[config.mk]
export PLATFORM = sky130hd
export DESIGN_NAME = line_clip_to_rectangle
export DESIGN_NICKNAME = d
export VERILOG_FILES = /design/src/design/lcr_pkg.sv /design/src/design/line_clip_to_rectangle.sv /design/src/design/lcr_muldiv.sv
export SDC_FILE = /design/constraint.sdc
export NUM_CORES = 1
export LEC_CHECK = 0
export ABC_AREA = 1
export BUFFER_PORTS_ARGS = -buffer_cell sky130_fd_sc_hd__buf_2
export CAP_MARGIN = 20
export CORE_MARGIN = 5
export CORE_UTILIZATION = 40
export CTS_BUF_LIST = sky130_fd_sc_hd__clkbuf_16
export DETAILED_ROUTE_END_ITERATION = 16
export PLACE_DENSITY_LB_ADDON = 0.05
export SETUP_SLACK_MARGIN = 0.3
export SYNTH_ARGS = -nofsm -noshare
export SYNTH_HDL_FRONTEND = slang
export SYNTH_SLANG_ARGS = --single-unit
[constraint.sdc]
create_clock -name clock -period 6.8 [get_ports clock]
set_input_delay 0.68 -clock clock [delete_from_list [all_inputs] [get_ports clock]]
set_output_delay 0.68 -clock clock [all_outputs]
set_load 0.005 [all_outputs]
[src/design/lcr_pkg.sv]
// shared types and constants for the line clipper
package lcr_pkg;

   localparam int COORD_W = 16;
   localparam int MAX_PASSES = 8;

   localparam logic [3:0] CODE_LEFT  = 4'h1;
   localparam logic [3:0] CODE_RIGHT = 4'h2;
   localparam logic [3:0] CODE_BELOW = 4'h4;
   localparam logic [3:0] CODE_ABOVE = 4'h8;

   localparam logic [2:0] CSR_CLIP_LEFT   = 3'd0;
   localparam logic [2:0] CSR_CLIP_RIGHT  = 3'd1;
   localparam logic [2:0] CSR_CLIP_TOP    = 3'd2;
   localparam logic [2:0] CSR_CLIP_BOTTOM = 3'd3;

   typedef logic signed [COORD_W-1:0] coord_type;
   typedef logic signed [COORD_W:0]   diff_type;

   typedef struct packed {
      coord_type start_x;
      coord_type start_y;
      coord_type end_x;
      coord_type end_y;
   } req_type;

   typedef struct packed {
      logic      visible;
      coord_type clipped_start_x;
      coord_type clipped_start_y;
      coord_type clipped_end_x;
      coord_type clipped_end_y;
   } rsp_type;

   // operands of a + (b * c) / d
   typedef struct packed {
      coord_type a;
      diff_type  b;
      diff_type  c;
      diff_type  d;
   } md_op_type;

   typedef enum logic [1:0] {
      MD_IDLE,
      MD_MUL,
      MD_DIV,
      MD_FIN
   } md_state_type;

   typedef enum logic [2:0] {
      ST_IDLE,
      ST_CODE,
      ST_EVAL,
      ST_WAIT,
      ST_DONE
   } clip_state_type;

endpackage

[src/design/line_clip_to_rectangle.sv]
// top level: cohen-sutherland segment clipper with serial intersection unit
//
// An item is one segment, taken at a clock edge where start is high and busy
// is low. busy stays high until the result has been shown. The result is on
// rsp_data for exactly one cycle with rsp_valid high; the receiver cannot
// stall it and must take it in that cycle.
// Clip rectangle registers are written through csr_we / csr_index / csr_wdata
// at any edge with csr_we high (index 0 left, 1 right, 2 top, 3 bottom); other
// indexes are ignored. Write them only while busy is low.
// A segment is decided without clipping or after endpoint moves, at most
// eight moves. Each move runs the intersection through a bit-serial
// multiplier and a restoring divider. Only one item is in flight at a time;
// the next can be taken in the cycle after the result. Reset (synchronous,
// active high) returns to idle and sets the rectangle to left 0, right 1023,
// top 0, bottom 767.
module line_clip_to_rectangle (
   input  logic             clock,
   input  logic             reset,
   input  logic             start,
   output logic             busy,
   input  lcr_pkg::req_type req_data,
   output logic             rsp_valid,
   output lcr_pkg::rsp_type rsp_data,
   input  logic             csr_we,
   input  logic [2:0]       csr_index,
   input  lcr_pkg::coord_type csr_wdata
);
   import lcr_pkg::*;

   clip_state_type state_ff, state_in;
   coord_type      left_ff, right_ff, top_ff, bottom_ff;
   coord_type      x1_ff, y1_ff, x2_ff, y2_ff;
   coord_type      x1_in, y1_in, x2_in, y2_in;
   logic [3:0]     c1_ff, c2_ff, c1_in, c2_in;
   logic [3:0]     pass_ff, pass_in;
   logic           vis_ff, vis_in;
   logic           first_ff, first_in;
   logic           xedge_ff, xedge_in;
   coord_type      edge_ff, edge_in;
   md_op_type      op_ff, op_in;
   logic           go;
   logic           md_done;
   coord_type      md_res;
   logic [3:0]     code;

   function automatic logic [3:0] outcode(input coord_type x, input coord_type y,
                                          input coord_type l, input coord_type r,
                                          input coord_type t, input coord_type b);
      logic [3:0] c;
      c = '0;
      if (x < l) c |= CODE_LEFT;
      else if (x > r) c |= CODE_RIGHT;
      if (y > b) c |= CODE_BELOW;
      else if (y < t) c |= CODE_ABOVE;
      outcode = c;
   endfunction

   function automatic diff_type diff(input coord_type p, input coord_type q);
      diff = {p[COORD_W-1], p} - {q[COORD_W-1], q};
   endfunction

   always_comb begin
      state_in = state_ff;
      x1_in = x1_ff; y1_in = y1_ff; x2_in = x2_ff; y2_in = y2_ff;
      c1_in = c1_ff; c2_in = c2_ff;
      pass_in  = pass_ff;
      vis_in   = vis_ff;
      first_in = first_ff;
      xedge_in = xedge_ff;
      edge_in  = edge_ff;
      op_in    = op_ff;
      go       = 1'b0;
      code     = (c1_ff != '0) ? c1_ff : c2_ff;
      unique case (state_ff)
         ST_IDLE: begin
            if (start) begin
               x1_in = req_data.start_x;
               y1_in = req_data.start_y;
               x2_in = req_data.end_x;
               y2_in = req_data.end_y;
               pass_in  = '0;
               state_in = ST_CODE;
            end
         end
         ST_CODE: begin
            c1_in = outcode(x1_ff, y1_ff, left_ff, right_ff, top_ff, bottom_ff);
            c2_in = outcode(x2_ff, y2_ff, left_ff, right_ff, top_ff, bottom_ff);
            state_in = ST_EVAL;
         end
         ST_EVAL: begin
            if ((c1_ff | c2_ff) == '0) begin
               vis_in   = 1'b1;
               state_in = ST_DONE;
            end else if ((c1_ff & c2_ff) != '0 || pass_ff == 4'(MAX_PASSES)) begin
               vis_in   = 1'b0;
               state_in = ST_DONE;
            end else begin
               pass_in  = pass_ff + 1'b1;
               first_in = (c1_ff != '0);
               if ((code & CODE_LEFT) != '0) begin
                  edge_in = left_ff;  xedge_in = 1'b1;
               end else if ((code & CODE_RIGHT) != '0) begin
                  edge_in = right_ff; xedge_in = 1'b1;
               end else if ((code & CODE_BELOW) != '0) begin
                  edge_in = bottom_ff; xedge_in = 1'b0;
               end else begin
                  edge_in = top_ff;   xedge_in = 1'b0;
               end
               if (xedge_in) begin
                  op_in.a = y1_ff;
                  op_in.b = diff(y2_ff, y1_ff);
                  op_in.c = diff(edge_in, x1_ff);
                  op_in.d = diff(x2_ff, x1_ff);
               end else begin
                  op_in.a = x1_ff;
                  op_in.b = diff(x2_ff, x1_ff);
                  op_in.c = diff(edge_in, y1_ff);
                  op_in.d = diff(y2_ff, y1_ff);
               end
               state_in = ST_WAIT;
            end
         end
         ST_WAIT: begin
            // operands registered last cycle; the unit ignores go while running
            go = 1'b1;
            if (md_done) begin
               go = 1'b0;
               if (first_ff) begin
                  x1_in = xedge_ff ? edge_ff : md_res;
                  y1_in = xedge_ff ? md_res : edge_ff;
               end else begin
                  x2_in = xedge_ff ? edge_ff : md_res;
                  y2_in = xedge_ff ? md_res : edge_ff;
               end
               state_in = ST_CODE;
            end
         end
         ST_DONE: state_in = ST_IDLE;
         default: state_in = ST_IDLE;
      endcase
   end

   always_ff @(posedge clock) begin
      if (reset) begin
         state_ff  <= ST_IDLE;
         left_ff   <= '0;
         right_ff  <= COORD_W'(1023);
         top_ff    <= '0;
         bottom_ff <= COORD_W'(767);
      end else begin
         state_ff <= state_in;
         if (csr_we) begin
            unique case (csr_index)
               CSR_CLIP_LEFT:   left_ff   <= csr_wdata;
               CSR_CLIP_RIGHT:  right_ff  <= csr_wdata;
               CSR_CLIP_TOP:    top_ff    <= csr_wdata;
               CSR_CLIP_BOTTOM: bottom_ff <= csr_wdata;
               default: ;
            endcase
         end
      end
      x1_ff <= x1_in; y1_ff <= y1_in; x2_ff <= x2_in; y2_ff <= y2_in;
      c1_ff <= c1_in; c2_ff <= c2_in;
      pass_ff  <= pass_in;
      vis_ff   <= vis_in;
      first_ff <= first_in;
      xedge_ff <= xedge_in;
      edge_ff  <= edge_in;
      op_ff    <= op_in;
   end

   lcr_muldiv u_muldiv (
      .clock  (clock),
      .reset  (reset),
      .go     (go),
      .op     (op_ff),
      .done   (md_done),
      .result (md_res)
   );

   assign busy      = (state_ff != ST_IDLE);
   assign rsp_valid = (state_ff == ST_DONE);
   assign rsp_data  = '{visible: vis_ff,
                        clipped_start_x: x1_ff, clipped_start_y: y1_ff,
                        clipped_end_x: x2_ff, clipped_end_y: y2_ff};

endmodule

[src/design/lcr_muldiv.sv]
// bit-serial multiply then restoring divide: a + (b * c) / d, truncated toward zero; a alone when d is zero
module lcr_muldiv (
   input  logic              clock,
   input  logic              reset,
   input  logic              go,
   input  lcr_pkg::md_op_type op,
   output logic              done,
   output lcr_pkg::coord_type result
);
   import lcr_pkg::*;

   localparam int MAG_W  = COORD_W + 1;
   localparam int PROD_W = 2 * MAG_W;
   localparam int CNT_W  = $clog2(PROD_W);

   md_state_type      state_ff, state_in;
   logic [CNT_W-1:0]  cnt_ff, cnt_in;
   logic [PROD_W-1:0] prod_ff, prod_in;
   logic [MAG_W:0]    rem_ff, rem_in;
   logic [MAG_W-1:0]  mb_ff, mb_in;
   logic [MAG_W-1:0]  md_ff, md_in;
   logic              neg_ff, neg_in;
   logic              zero_ff, zero_in;
   coord_type         a_ff, a_in;
   coord_type         res_ff, res_in;
   logic              done_ff, done_in;

   logic [MAG_W:0]    sum;
   logic [MAG_W:0]    trial;
   logic [MAG_W-1:0]  mc;
   coord_type         q;

   function automatic logic [MAG_W-1:0] magnitude(input diff_type v);
      magnitude = v[COORD_W] ? MAG_W'(-v) : MAG_W'(v);
   endfunction

   always_comb begin
      state_in = state_ff;
      cnt_in   = cnt_ff;
      prod_in  = prod_ff;
      rem_in   = rem_ff;
      mb_in    = mb_ff;
      md_in    = md_ff;
      neg_in   = neg_ff;
      zero_in  = zero_ff;
      a_in     = a_ff;
      res_in   = res_ff;
      done_in  = 1'b0;
      mc       = magnitude(op.c);
      sum      = {1'b0, prod_ff[PROD_W-1:MAG_W]} + {1'b0, mb_ff};
      trial    = {rem_ff[MAG_W-1:0], prod_ff[PROD_W-1]};
      q        = prod_ff[COORD_W-1:0];
      unique case (state_ff)
         MD_IDLE: begin
            if (go) begin
               mb_in   = magnitude(op.b);
               md_in   = magnitude(op.d);
               neg_in  = op.b[COORD_W] ^ op.c[COORD_W] ^ op.d[COORD_W];
               zero_in = (op.d == '0);
               a_in    = op.a;
               prod_in = {{MAG_W{1'b0}}, mc};
               rem_in  = '0;
               cnt_in  = '0;
               state_in = (op.d == '0) ? MD_FIN : MD_MUL;
            end
         end
         MD_MUL: begin
            // shift-add, one multiplier bit per cycle
            if (prod_ff[0]) begin
               prod_in = {sum, prod_ff[MAG_W-1:1]};
            end else begin
               prod_in = {1'b0, prod_ff[PROD_W-1:1]};
            end
            cnt_in = cnt_ff + 1'b1;
            if (cnt_ff == CNT_W'(MAG_W - 1)) begin
               cnt_in   = '0;
               state_in = MD_DIV;
            end
         end
         MD_DIV: begin
            // quotient bits shift in where dividend bits shift out
            if (trial >= {1'b0, md_ff}) begin
               rem_in  = trial - {1'b0, md_ff};
               prod_in = {prod_ff[PROD_W-2:0], 1'b1};
            end else begin
               rem_in  = trial;
               prod_in = {prod_ff[PROD_W-2:0], 1'b0};
            end
            cnt_in = cnt_ff + 1'b1;
            if (cnt_ff == CNT_W'(PROD_W - 1)) begin
               state_in = MD_FIN;
            end
         end
         MD_FIN: begin
            if (zero_ff) begin
               res_in = a_ff;
            end else begin
               res_in = neg_ff ? a_ff - q : a_ff + q;
            end
            done_in  = 1'b1;
            state_in = MD_IDLE;
         end
         default: state_in = MD_IDLE;
      endcase
   end

   always_ff @(posedge clock) begin
      if (reset) begin
         state_ff <= MD_IDLE;
         done_ff  <= 1'b0;
      end else begin
         state_ff <= state_in;
         done_ff  <= done_in;
      end
      cnt_ff  <= cnt_in;
      prod_ff <= prod_in;
      rem_ff  <= rem_in;
      mb_ff   <= mb_in;
      md_ff   <= md_in;
      neg_ff  <= neg_in;
      zero_ff <= zero_in;
      a_ff    <= a_in;
      res_ff  <= res_in;
   end

   assign done   = done_ff;
   assign result = res_ff;

endmodule
==> out/metrics.cfg <==
[run_status]
status = finished, final reports clean

[yosys]
synthArstFlopShare = 0
postSynthCellCount = 3148
synth_ff_type = edfxtp_1
synth_area_per_cell_sq_um = 7.90
yosysTopAreaCell = edfxtp_1
synth.ff_latch_count = 357
ys_types = 53
synth_area_leaders = edfxtp_1 (35%), nand2_1 (13%), ha_1 (12%), inv_1 (6.4%), dfxtp_1 (5.6%)
synth_warnings = 0
yosysMostFrequentCell = nand2_1
yosysTopAreaCellShare = 0.347
syn-cell-area_sq_mm = 0.0249
synth-edff-count = 287
synth_seq_area_share = 0.403
synth_common_cells = nand2_1 (856), inv_1 (423), edfxtp_1 (287)
synth_nets = 3477

[floorplan]
dieArea_sq_mm = 0.0672
io_pins = 154
die_h_um = 259
rows = 91
initial_utilization = 0.404
coreArea_sq_mm = 0.0616
die_w_um = 259

[critical_path]
cp-start-kind = flop
crit_path_max_fanout = 30
criticalPathCategory = reg -> reg
required_ns = 7.13
arrival_ns = 4.49
cp-end-kind = flop

[pwr]
p_leak_nw = 13.0
p_total_mw = 15.0
ir_worst_vdd_mv = 0.216
power_density_mw_per_mm2 = 537

[place]
post-place-ws_ns = 2.71
dpl.hpwl_mm = 64.4
place_congestion = 0.936
port_buffers = 153

[clock_network]
post_cts_resized = 0
cts_sinks = 357
clk_pin_slew_ns = 0.06
htreeDepth = 2
cts-root-buf = clkbuf_16
numCtsBuffers = 45
clock_latency_ns = 0.59
clk_path_buf_depth = 3
cts_hold_buf = 0
post_cts_buffers = 0
cts_tree = built

[grt]
grt.total_usage = 0.240
grt_pass1_wl_mm = 125
grt_max_degree = 86
gr-total-overflow = 0
grt_pass1_vias = 21300
antenna_found_initial = 1

[timing]
finalSetupViolations = 0
max_freq_ghz = 0.241
hold_viol = 0
period_needed_ns = 4.16
final_max_slew_viol_count = 0
relSlewSlack = 0.271
tns_ns = 0
fin_crit_sh = 0.611
rsz0062_at_grt = false
setup_ws_ns = 2.64
fin_hold_ws_ns = 0.374
clock_skew_ns = 0.0142
tightestPinTransition_ns = 1.09

[layout]
nFillCells = 6160
multi_input_area_sq_mm = 0.0129
nets = 3616
diodes = 0
register_area_sq_mm = 0.0100
drive_gt1_frac = 0.0927
syn2layout_area_growth_pct = 12.2

[detailed_routing]
drtPass1Iterations = 6
vias_per_cell = 5.17
vias = 21500
ant_nets = 0
avgRoutedWirePerCell_um = 19.8
drc_errors = 0
drt-initial-drc-count = 1495
totalWireLength_mm = 82.4

[hold_path]
min_path_type = in -> reg

[job]
maxCapViolCount = 0

==> flip-flops by register name, indices dropped and copies added (netlist names), 17 cells and up <==
signal / flops
u_muldiv.rem_ff: 17
u_muldiv.mb_ff: 17
op_ff: 67
u_muldiv.prod_ff: 34
u_muldiv.md_ff: 17
==> critical path, stage by stage (launching register included) <==
cell and delay [ns]:
edfxtp_1 1.08, clkinv_1 0.57, ha_1 0.38, nand2_1 0.11
nor2_1 0.06, inv_1 0.06, nor2_1 0.06, nor2_1 0.11
xor2_1 0.16, inv_1 0.08, ha_1 0.33, nand2_1 0.10
inv_1 0.05, a21oi_1 0.23, nor2_1 0.07, nor3_1 0.18
nand3b_1 0.10, nand3_1 0.09, nand2_1 0.06
==> final timing paths <==
path | start | to | slack [ns] | cells past startpoint
setup / recovery | u_muldiv.prod_ff[0] | u_muldiv.result[13] | 2.64 | 18
hold reg to reg | op_ff[57] | u_muldiv.a_ff[6] | 0.42 | 0
hold / removal | req_data[39] | y1_ff[7] | 0.37 | 3
setup reg to reg | u_muldiv.prod_ff[0] | u_muldiv.result[13] | 2.64 | 18
==> routing by layer <==
metal  vias to the layer above  share of wire  global-route usage
met5                         -        0.00016                   0
met4                         2          0.029              0.0630
met3                       145          0.044              0.0340
met2                       498           0.49               0.423
met1                     10100           0.44               0.310
li1                      10800              -                   -
==> cell usage in the layout, fill, tap and decap left out, drive strengths merged, types with 26 or more instances in the layout <==
cell and count:
edfxtp 287, mux2 32, o21ai 229, dfxtp 70
nor2 218, a21oi 264, buf 172, nor3 35
nand3 188, ha 236, xor2 63, nand2 862
inv 438, clkbuf 47, xnor2 26
==> power breakdown <==
group | total, mW | internal, mW | switching (mW)
Clock | 2.28 | 1.32 | 0.964
Combinational | 8.34 | 2.77 | 5.57
Sequential | 4.37 | 3.50 | 0.874
==> through the flow <==
step,utilization,area [sq um],std cells
2_1_floorplan,-,24900,3148
3_3_place_gp,0.430,26500,4076
3_5_place_dp,0.430,26500,4076
4_1_cts,0.453,27900,4158
5_1_grt,0.453,27900,4159
6_report,0.453,27900,4159
==> final cells by class <==
class | count | share of cell area
multi-input cells | 2279 | 0.462
flip-flops and latches | 357 | 0.359
inverters | 432 | 0.0582
clock buffers | 47 | 0.0422
well taps | 837 | 0.0375
repair buffers | 172 | 0.0330
clock inverters | 35 | 0.00780
==> kinds of logic (layout without fill, tap and decap cells) <==
| kind of cell | count (synthesis) | after routing | synth area share |
|---|---|---|---|
| compound gates | 565 | 565 | 0.122 |
| xor+xnor | 89 | 89 | 0.0314 |
| fa+ha+maj | 242 | 242 | 0.124 |
| buf+inv | 512 | 686 | 0.0797 |
| flops | 357 | 357 | 0.403 |
| mux | 32 | 32 | 0.0145 |
| simple gates | 1351 | 1351 | 0.226 |
Note: power is estimated with default switching activity, not from simulation.
